`src/hw/rtl/rvenc_pkg.sv`:
```
// Package for the RV32IM instruction encoder: mnemonic codes, format codes,
// base opcode constants and the code lookup function.
// No dependencies; used by rv32im_instruction_encoder.
package rvenc_pkg;

    // Mnemonic codes accepted on the opcode input.
    typedef enum logic [5:0] {
        MN_LUI, MN_AUIPC, MN_JAL, MN_JALR,
        MN_BEQ, MN_BNE, MN_BLT, MN_BGE, MN_BLTU, MN_BGEU,
        MN_LB, MN_LH, MN_LW, MN_LBU, MN_LHU,
        MN_SB, MN_SH, MN_SW,
        MN_ADDI, MN_SLTI, MN_SLTIU, MN_XORI, MN_ORI, MN_ANDI,
        MN_SLLI, MN_SRLI, MN_SRAI,
        MN_ADD, MN_SUB, MN_SLL, MN_SLT, MN_SLTU, MN_XOR, MN_SRL, MN_SRA,
        MN_OR, MN_AND, MN_MUL, MN_MULH, MN_MULHSU, MN_MULHU, MN_DIV,
        MN_DIVU, MN_REM, MN_REMU,
        MN_FENCE, MN_FENCE_TSO, MN_ECALL, MN_EBREAK, MN_PAUSE
    } t_mnemonic;

    // Instruction formats, which decide where the operands are placed.
    typedef enum logic [3:0] {
        FMT_U, FMT_J, FMT_I, FMT_B, FMT_S, FMT_IA, FMT_SRAI, FMT_R,
        FMT_FENCE, FMT_FIXED
    } t_fmt;

    // One decoded mnemonic: known flag, format and base word.
    typedef struct packed {
        logic        known;
        t_fmt        fmt;
        logic [31:0] base;
    } t_code_entry;

    // Major opcodes.
    localparam logic [6:0] OPC_LUI    = 7'h37;
    localparam logic [6:0] OPC_AUIPC  = 7'h17;
    localparam logic [6:0] OPC_JAL    = 7'h6F;
    localparam logic [6:0] OPC_JALR   = 7'h67;
    localparam logic [6:0] OPC_BRANCH = 7'h63;
    localparam logic [6:0] OPC_LOAD   = 7'h03;
    localparam logic [6:0] OPC_STORE  = 7'h23;
    localparam logic [6:0] OPC_OPIMM  = 7'h13;
    localparam logic [6:0] OPC_OP     = 7'h33;
    localparam logic [6:0] OPC_FENCE  = 7'h0F;

    // funct7 values of the register-register group.
    localparam logic [6:0] F7_BASE = 7'h00;
    localparam logic [6:0] F7_ALT  = 7'h20;
    localparam logic [6:0] F7_MULDIV = 7'h01;

    // Upper bits of the SRAI immediate (immediate bit 10 set).
    localparam logic [6:0] SRAI_IMM_HI = 7'b0100000;

    // Fixed instruction words.
    localparam logic [31:0] WORD_FENCE_TSO = 32'h8330000F;
    localparam logic [31:0] WORD_ECALL     = 32'h00000073;
    localparam logic [31:0] WORD_EBREAK    = 32'h00100073;
    localparam logic [31:0] WORD_PAUSE     = 32'h0100000F;

    // Builds a base word from opcode, funct3 and funct7.
    function automatic logic [31:0] enc(input logic [6:0] op, input logic [2:0] f3,
                                        input logic [6:0] f7);
        enc = {f7, 10'd0, f3, 5'd0, op};
    endfunction

    function automatic t_code_entry make(input t_fmt fmt, input logic [31:0] base);
        make = '{known: 1'b1, fmt: fmt, base: base};
    endfunction

    // Maps a mnemonic code to its format and base word.
    function automatic t_code_entry lookup(input logic [5:0] code);
        t_code_entry e;
        e = '{known: 1'b0, fmt: FMT_FIXED, base: 32'd0};
        case (code)
            MN_LUI:       e = make(FMT_U, enc(OPC_LUI, 3'd0, F7_BASE));
            MN_AUIPC:     e = make(FMT_U, enc(OPC_AUIPC, 3'd0, F7_BASE));
            MN_JAL:       e = make(FMT_J, enc(OPC_JAL, 3'd0, F7_BASE));
            MN_JALR:      e = make(FMT_I, enc(OPC_JALR, 3'd0, F7_BASE));
            MN_BEQ:       e = make(FMT_B, enc(OPC_BRANCH, 3'd0, F7_BASE));
            MN_BNE:       e = make(FMT_B, enc(OPC_BRANCH, 3'd1, F7_BASE));
            MN_BLT:       e = make(FMT_B, enc(OPC_BRANCH, 3'd4, F7_BASE));
            MN_BGE:       e = make(FMT_B, enc(OPC_BRANCH, 3'd5, F7_BASE));
            MN_BLTU:      e = make(FMT_B, enc(OPC_BRANCH, 3'd6, F7_BASE));
            MN_BGEU:      e = make(FMT_B, enc(OPC_BRANCH, 3'd7, F7_BASE));
            MN_LB:        e = make(FMT_I, enc(OPC_LOAD, 3'd0, F7_BASE));
            MN_LH:        e = make(FMT_I, enc(OPC_LOAD, 3'd1, F7_BASE));
            MN_LW:        e = make(FMT_I, enc(OPC_LOAD, 3'd2, F7_BASE));
            MN_LBU:       e = make(FMT_I, enc(OPC_LOAD, 3'd4, F7_BASE));
            MN_LHU:       e = make(FMT_I, enc(OPC_LOAD, 3'd5, F7_BASE));
            MN_SB:        e = make(FMT_S, enc(OPC_STORE, 3'd0, F7_BASE));
            MN_SH:        e = make(FMT_S, enc(OPC_STORE, 3'd1, F7_BASE));
            MN_SW:        e = make(FMT_S, enc(OPC_STORE, 3'd2, F7_BASE));
            MN_ADDI:      e = make(FMT_IA, enc(OPC_OPIMM, 3'd0, F7_BASE));
            MN_SLTI:      e = make(FMT_IA, enc(OPC_OPIMM, 3'd2, F7_BASE));
            MN_SLTIU:     e = make(FMT_IA, enc(OPC_OPIMM, 3'd3, F7_BASE));
            MN_XORI:      e = make(FMT_IA, enc(OPC_OPIMM, 3'd4, F7_BASE));
            MN_ORI:       e = make(FMT_IA, enc(OPC_OPIMM, 3'd6, F7_BASE));
            MN_ANDI:      e = make(FMT_IA, enc(OPC_OPIMM, 3'd7, F7_BASE));
            MN_SLLI:      e = make(FMT_IA, enc(OPC_OPIMM, 3'd1, F7_BASE));
            MN_SRLI:      e = make(FMT_IA, enc(OPC_OPIMM, 3'd5, F7_BASE));
            MN_SRAI:      e = make(FMT_SRAI, enc(OPC_OPIMM, 3'd5, F7_BASE));
            MN_ADD:       e = make(FMT_R, enc(OPC_OP, 3'd0, F7_BASE));
            MN_SUB:       e = make(FMT_R, enc(OPC_OP, 3'd0, F7_ALT));
            MN_SLL:       e = make(FMT_R, enc(OPC_OP, 3'd1, F7_BASE));
            MN_SLT:       e = make(FMT_R, enc(OPC_OP, 3'd2, F7_BASE));
            MN_SLTU:      e = make(FMT_R, enc(OPC_OP, 3'd3, F7_BASE));
            MN_XOR:       e = make(FMT_R, enc(OPC_OP, 3'd4, F7_BASE));
            MN_SRL:       e = make(FMT_R, enc(OPC_OP, 3'd5, F7_BASE));
            MN_SRA:       e = make(FMT_R, enc(OPC_OP, 3'd5, F7_ALT));
            MN_OR:        e = make(FMT_R, enc(OPC_OP, 3'd6, F7_BASE));
            MN_AND:       e = make(FMT_R, enc(OPC_OP, 3'd7, F7_BASE));
            MN_MUL:       e = make(FMT_R, enc(OPC_OP, 3'd0, F7_MULDIV));
            MN_MULH:      e = make(FMT_R, enc(OPC_OP, 3'd1, F7_MULDIV));
            MN_MULHSU:    e = make(FMT_R, enc(OPC_OP, 3'd2, F7_MULDIV));
            MN_MULHU:     e = make(FMT_R, enc(OPC_OP, 3'd3, F7_MULDIV));
            MN_DIV:       e = make(FMT_R, enc(OPC_OP, 3'd4, F7_MULDIV));
            MN_DIVU:      e = make(FMT_R, enc(OPC_OP, 3'd5, F7_MULDIV));
            MN_REM:       e = make(FMT_R, enc(OPC_OP, 3'd6, F7_MULDIV));
            MN_REMU:      e = make(FMT_R, enc(OPC_OP, 3'd7, F7_MULDIV));
            MN_FENCE:     e = make(FMT_FENCE, enc(OPC_FENCE, 3'd0, F7_BASE));
            MN_FENCE_TSO: e = make(FMT_FIXED, WORD_FENCE_TSO);
            MN_ECALL:     e = make(FMT_FIXED, WORD_ECALL);
            MN_EBREAK:    e = make(FMT_FIXED, WORD_EBREAK);
            MN_PAUSE:     e = make(FMT_FIXED, WORD_PAUSE);
            default:      e = '{known: 1'b0, fmt: FMT_FIXED, base: 32'd0};
        endcase
        lookup = e;
    endfunction

endpackage

```
`src/hw/rtl/rv32im_instruction_encoder.sv`:
```
// RV32IM instruction encoder top level: input register, format packing and
// result register. Depends on rvenc_pkg.
//
// Each transaction (start high while busy is low) carries one mnemonic code
// and three operands and yields exactly one encoded word, shown for one cycle
// with o_done high; the receiver cannot stall it, so the word must be
// captured in that cycle. A new transaction is taken in every cycle, so the
// rate is one word per clock; the input register and the result register lie
// around the table lookup and field packing. busy is high only while reset is
// held. Unknown codes give a zero word with o_bad_code set.
module rv32im_instruction_encoder (
    input  logic               i_clk,
    input  logic               i_rst_n,
    input  logic               start,
    output logic               busy,
    input  logic [5:0]         i_opcode,
    input  logic [4:0]         i_operand_a,
    input  logic signed [20:0] i_operand_b,
    input  logic signed [12:0] i_operand_c,
    output logic               o_done,
    output logic [31:0]        o_machine_word,
    output logic               o_bad_code
);

    logic        r_valid;
    logic [5:0]  r_opcode;
    logic [4:0]  r_a;
    logic [20:0] r_b;
    logic [12:0] r_c;

    logic        r_done;
    logic [31:0] r_word;
    logic        r_bad;

    rvenc_pkg::t_code_entry entry;
    logic [31:0]            n_word;
    logic                   accept;

    // Transactions are refused only while reset is held.
    assign busy   = ~i_rst_n;
    assign accept = start & ~busy;

    // Input register.
    always_ff @(posedge i_clk) begin
        if (!i_rst_n) begin
            r_valid <= 1'b0;
        end else begin
            r_valid <= accept;
        end
        if (accept) begin
            r_opcode <= i_opcode;
            r_a      <= i_operand_a;
            r_b      <= i_operand_b;
            r_c      <= i_operand_c;
        end
    end

    // Look up the format and pack the operands into their fields.
    always_comb begin
        entry = rvenc_pkg::lookup(r_opcode);
        case (entry.fmt)
            rvenc_pkg::FMT_U:
                n_word = entry.base | {r_b[19:0], r_a, 7'd0};
            rvenc_pkg::FMT_J:
                n_word = entry.base | {r_b[20], r_b[10:1], r_b[11], r_b[19:12], r_a, 7'd0};
            rvenc_pkg::FMT_I:
                n_word = entry.base | {r_b[11:0], r_c[4:0], 3'd0, r_a, 7'd0};
            rvenc_pkg::FMT_B:
                n_word = entry.base | {r_c[12], r_c[10:5], r_b[4:0], r_a, 3'd0,
                                       r_c[4:1], r_c[11], 7'd0};
            rvenc_pkg::FMT_S:
                n_word = entry.base | {r_b[11:5], r_a, r_c[4:0], 3'd0, r_b[4:0], 7'd0};
            rvenc_pkg::FMT_IA:
                n_word = entry.base | {r_c[11:0], r_b[4:0], 3'd0, r_a, 7'd0};
            rvenc_pkg::FMT_SRAI:
                n_word = entry.base | {rvenc_pkg::SRAI_IMM_HI, r_c[4:0], r_b[4:0], 3'd0,
                                       r_a, 7'd0};
            rvenc_pkg::FMT_R:
                n_word = entry.base | {7'd0, r_c[4:0], r_b[4:0], 3'd0, r_a, 7'd0};
            rvenc_pkg::FMT_FENCE:
                n_word = entry.base | {(r_b[11:0] | {3'd0, r_a, 4'd0}), 20'd0};
            default:
                n_word = entry.base;
        endcase
    end

    // Result register; the word is shown for a single cycle.
    always_ff @(posedge i_clk) begin
        if (!i_rst_n) begin
            r_done <= 1'b0;
        end else begin
            r_done <= r_valid;
        end
        if (r_valid) begin
            r_word <= entry.known ? n_word : 32'd0;
            r_bad  <= ~entry.known;
        end
    end

    assign o_done         = r_done;
    assign o_machine_word = r_word;
    assign o_bad_code     = r_bad;

    // Every accepted transaction produces a result after the input and result registers.
    a_done_follows: assert property (@(posedge i_clk) disable iff (!i_rst_n)
        accept |-> ##2 o_done)
        else $error("accepted transaction produced no result");

    // No result appears without an earlier accepted transaction.
    a_no_spurious: assert property (@(posedge i_clk) disable iff (!i_rst_n)
        (o_done && $past(i_rst_n, 2)) |-> $past(accept, 2))
        else $error("result without a transaction");

    // An unknown code gives a zero word.
    a_bad_zero: assert property (@(posedge i_clk) disable iff (!i_rst_n)
        (o_done && o_bad_code) |-> (o_machine_word == 32'd0))
        else $error("unknown code produced a nonzero word");

    // Every valid RV32 base-length word ends in binary 11.
    a_word_length: assert property (@(posedge i_clk) disable iff (!i_rst_n)
        (o_done && !o_bad_code) |-> (o_machine_word[1:0] == 2'b11))
        else $error("encoded word lacks the 32-bit length marker");

endmodule

```
`config.mk`:
```
export PLATFORM = sky130hd
export DESIGN_NAME = rv32im_instruction_encoder
export DESIGN_NICKNAME = d
export VERILOG_FILES = /design/src/hw/rtl/rvenc_pkg.sv /design/src/hw/rtl/rv32im_instruction_encoder.sv
export SDC_FILE = /design/constraint.sdc
export NUM_CORES = 1
export LEC_CHECK = 0
export BUFFER_PORTS_ARGS = -buffer_cell sky130_fd_sc_hd__buf_2
export CORE_ASPECT_RATIO = 0.75
export CORE_MARGIN = 4
export CORE_UTILIZATION = 55
export DETAILED_ROUTE_END_ITERATION = 6
export GPL_ROUTABILITY_DRIVEN = 1
export PLACE_DENSITY = 0.78
export SLEW_MARGIN = 0
export SYNTH_ARGS = -nofsm -noshare
export SYNTH_HDL_FRONTEND = slang
export SYNTH_SLANG_ARGS = --single-unit
export TNS_END_PERCENT = 30
```
`constraint.sdc`:
```
create_clock -name i_clk -period 2.1 [get_ports i_clk]
set_input_delay 0.21 -clock i_clk [delete_from_list [all_inputs] [get_ports i_clk]]
set_output_delay 0.21 -clock i_clk [all_outputs]
set_load 0.01 [all_outputs]
```
Word level (Yosys, flattened, before mapping)
Memories as Yosys holds them, arrays and structs flattened. A register that Yosys moved wholly into a read port is not among the register bits.
Index checks and enable logic that the tools add are counted.
{"block": "word_totals", "ff_bits": 80, "mem_bits_ro": 1344, "input_bits": 48, "output_inout_bits": 35, "memories": 1}
{"memory": "(name not given)", "depth": 64, "word_bits": 21, "read_ports": 1, "rd_ports_with_merged_regs": 1, "wr": 0, "line_no": "rvenc_pkg.sv:73", "source": "case (code)"}
{"block": "classes", "eq_ne": 8, "n_mux": 2, "bitwise": 13, "n_reduce_logical": 1}
{"cell": "one-hot mux 32 bit (9 select lines)", "n": 1}
{"cell": "OR 32 bit", "n": 7}
{"cell": "OR 32 x 25 -> 32 bit", "n": 1}
{"cell": "OR 32 x 31 -> 32 bit", "n": 1}
{"cell": "== test 4 x 3 -> 1 bit, second input constant", "n": 4}
{"cell": "OR 12 x 9 -> 12 bit", "n": 1}
{"cell": "== test 4 x 2 -> 1 bit, second input constant", "n": 2}
{"cell": "2-to-1 mux 6 bit", "n": 1}
{"cell": "== test 4 x 1 -> 1 bit, second input constant", "n": 1}
{"cell": "== test 4 bit, second input constant", "n": 1}
{"cell": "zero test 4 bit", "n": 1}
{"cell": "inverter 1 bit", "n": 2}
{"cell": "AND 1 bit", "n": 1}

Depth between registers and ports, before layout
{"block": "logic_depth", "word_depth": 3, "mapped_depth": 8}

Worst setup path after synthesis
No wires, ideal clock.
{"block": "synth_timing", "path_type": "input to register", "startpoint": "in i_rst_n", "endpoint": "reg entry[5] (netlist name)", "setup_time_ns": 0.127, "t_arrival_ns": 1.712, "required_ns": 1.973, "path_slack_ns": 0.261, "stages": 6, "n_path_buf": 0, "cell_sequence": "nand2_4 -> inv_4 -> mux2_4 -> ha_1 -> o311a_1 -> or3_1"}
{"block": "synth_between", "elab_chain_cells": 2}
{"item": "start: declaration", "line_no": "rv32im_instruction_encoder.sv:13", "source": "input logic i_rst_n,"}
{"item": "AND 1 bit", "line_no": "rv32im_instruction_encoder.sv:41", "source": "assign accept = start & ~busy;"}
{"item": "2-to-1 mux 6 bit (no line)"}
Every way passes these cells.
A chain may end at the register's enable or synchronous reset.

Worst setup path after layout
{"block": "layout_timing", "startpoint": "reg r_opcode[1]", "endpoint": "reg entry[5] (netlist name)"}
{"block": "layout_between", "elab_chain_cells": 1}
{"item": "start: declaration", "line_no": "rv32im_instruction_encoder.sv:26", "source": "logic [5:0] r_opcode;"}
{"item": "start signal: assignment", "line_no": "rv32im_instruction_encoder.sv:51", "source": "r_opcode <= i_opcode;"}
{"item": "2-to-1 mux 6 bit (no line)"}
Every way passes these cells.

==> flow_summary.ini <==
[timing]
layout_min_cycle_time_ns = 1.96
fin_skew_ns = 0.00635
setup_viol = 0
relSlewSlack_pct = 54.0
finalHoldViolCount = 0
timing.hold.ws_ns = 0.0411
slew_viol_final = 0
worst_pin_slew_ns = 0.687
max_freq_mhz = 510
layout_worst_path_cycle_share_pct = 93.4
fin_tns_setup_ns = 0
rsz0062_at_grt = no

[global_routing]
grt_max_degree = 34
first_global_vias = 3798
grt.overflow.total = 0
grt_pass1_wl_um = 21000
grt_use_total_pct = 25.9
antenna_found_initial = 0

[synthesis]
syn_inst = 441
netlist.area_leader.share_pct = 47.0
synth.avg_cell_area_um2 = 11.2
yosysUniqueCellTypes = 75
synth-main-ff-cell = edfxtp_1
yosysMostFrequentCell = edfxtp_1
ys_seq_area_share_pct = 55.1
ys_async_sr_fraction_pct = 0
synth.largest_area_cell = edfxtp_1
synth.area.top_cells = edfxtp_1, dfxtp_1, a21oi_1
synthTopCellsByCount = edfxtp_1, nor2_1, nand2_1
syn_area_um2 = 4920
ys_ff_latch = 97
syn_nets = 493
synth_warnings = 0
synth_edf_count = 77

[cts]
cts_root_buf = clkbuf_16
cts_hold_buf = 0
cts_sinks = 97
clk_pin_slew_ns = 0.07
cts_buffer_depth = 2
cts_tree = built
cts_inserted_buffers = 9
ctsHtreeMaxLevel = 3
worstSkewPairLatency_ns = 0.34

[floorplanning]
coreArea_um2 = 8600
die_x_um = 117
die_y_um = 89.9
die-area_um2 = 10500
placementRows = 29
ios = 83
start_util_pct = 57.3

[routing]
wl_per_cell_um = 20.7
routed_wl_um = 13500
drt-pass1-iter-count = 7
first_iter_violations = 657
viasPerCell = 6.37
antenna_left = 0
drc = 2
dr_total_vias = 4169

[critical_path]
cp-endpoint = entry[5]
worst_setup_path_start_kind = register
worstReg2RegStart = r_opcode[1]
reg2reg_slack_ns = 0.14
crit_type = reg -> reg
cp_data_required_time_ns = 2.32
cp-end-kind = register
critical_path.startpoint = r_opcode[1]
reg2reg_depth = 4
rr_endpoint = entry[5]
crit_arrival_ns = 2.18
path_max_fanout = 7

[final_layout]
drive_gt1_share_pct = 30.4
final_nets = 593
fin_cells = 654
syn_to_final_growth_pct = 19.7
diodes = 0

[status]
violations = DRC
outcome = complete, but fails checks

[flow_run]
drv_cap = 0

[power]
p_leak_nw = 2.31
vdd_drop_max_v = 0.000632
pwr_density_cell_nw_per_um2 = 878

[place]
post-dp-hpwl_um = 9970
port_buffers = 82
dp_cells = 638
gp_congestion = 0.954

[worst_hold_path]
hold_path_class = in -> reg
worst min path at each step:
stage	from	end	cells after the start
CTS	i_operand_b[14]	r_b[14]	1
detailed placement	i_operand_c[4]	r_c[4]	1
finish	i_operand_c[0]	r_c[0]	1
global placement	i_operand_a[0]	r_a[0]	1
global route	i_operand_b[14]	r_b[14]	1
floorplan	i_operand_a[0]	r_a[0]	0
through the flow:
step / setup WS, ns / cell area (µm²) / total power [mW] / util (%)
detailed placement: 0.0799 / 5590 / 3.50 / 64.9
finish: 0.140 / 5890 / 5.17 / 68.5
floorplan: 0.261 / 4920 / 3.09 / -
CTS: 0.0649 / 5890 / 5.17 / 68.5
global route: 0.0325 / 5890 / 5.39 / 68.5
global placement: 0.0943 / 5590 / 3.49 / 64.9
layout make-up:
cell class              count  area [µm²]
flip-flops and latches     97        2710
fillers                   653        2710
multi-input cells         305        2020
repair buffers            116         666
clock buffers              11         243
well taps                 108         135
clock inverters             5        62.6
inverters                  12        47.5
flip-flops by register name, summed over array words and instances (netlist names):
register	count
o_machine_word	31
r_b	21
entry	18
r_c	13
r_opcode	6
r_a	5
o_bad_code	1
o_done	1
r_valid	1
power by group:
group	total, mW	internal, mW	switching, mW
clock	1.67	0.965	0.705
combinational	1.11	0.467	0.645
sequential	2.39	2.26	0.127
total	5.17	3.69	1.48
metal layers:
layer / GRT usage (%) / wire [µm] / vias up / share of wire, %
met5: 0 / 0 / - / 0
met4: 6.21 / 167 / 0 / 1.2
met2: 33.1 / 5410 / 294 / 40
met3: 7.79 / 1760 / 25 / 13
li1: - / - / 1894 / -
met1: 42.4 / 6170 / 1956 / 46
layout by cell type (no fill, tap or decap), types with 3 or more instances in the layout:
master and n:
mux2_2 6, and2_1 8, a221oi_1 5, buf_4 34, o21ai_0 23, a32oi_1 10
xor2_1 4, o21bai_1 3, nand3_1 12, a31o_2 4, a22oi_1 4, o21ai_1 4
clkbuf_16 9, a22o_1 5, a211oi_1 9, nand2b_1 6, dfxtp_1 19, buf_2 82
nor2b_1 5, mux2i_1 5, nor3_1 8, or3_1 3, inv_1 9, nand2_1 36
a222oi_1 3, edfxtp_1 77, o32ai_1 4, nand3b_1 3, a21oi_1 35, a31oi_1 6
o211ai_1 3, nor2_1 37, ha_1 4
cell families after synthesis:
family                   synth area share (%)
buffers and inverters                    3.79
AO/OA/AOI/OAI                            21.2
adder cells (fa/ha/maj)                  1.02
XOR/XNOR                                 1.07
AND/OR/NAND/NOR                          13.4
multiplexers                             4.35
flip-flops                               55.1
critical path, stage by stage, from the launching register on:
cell and delay [ns]:
edfxtp_1 0.45, mux2_4 0.34, ha_1 0.34, o311a_1 0.39, or3_1 0.32
what timing repair did:
action | in CTS | in global routing
setup buffers | 0 | 0
setup endpoints to repair | 0 | 12
resized for setup | 0 | 1
(Power assumes the default switching activity.)
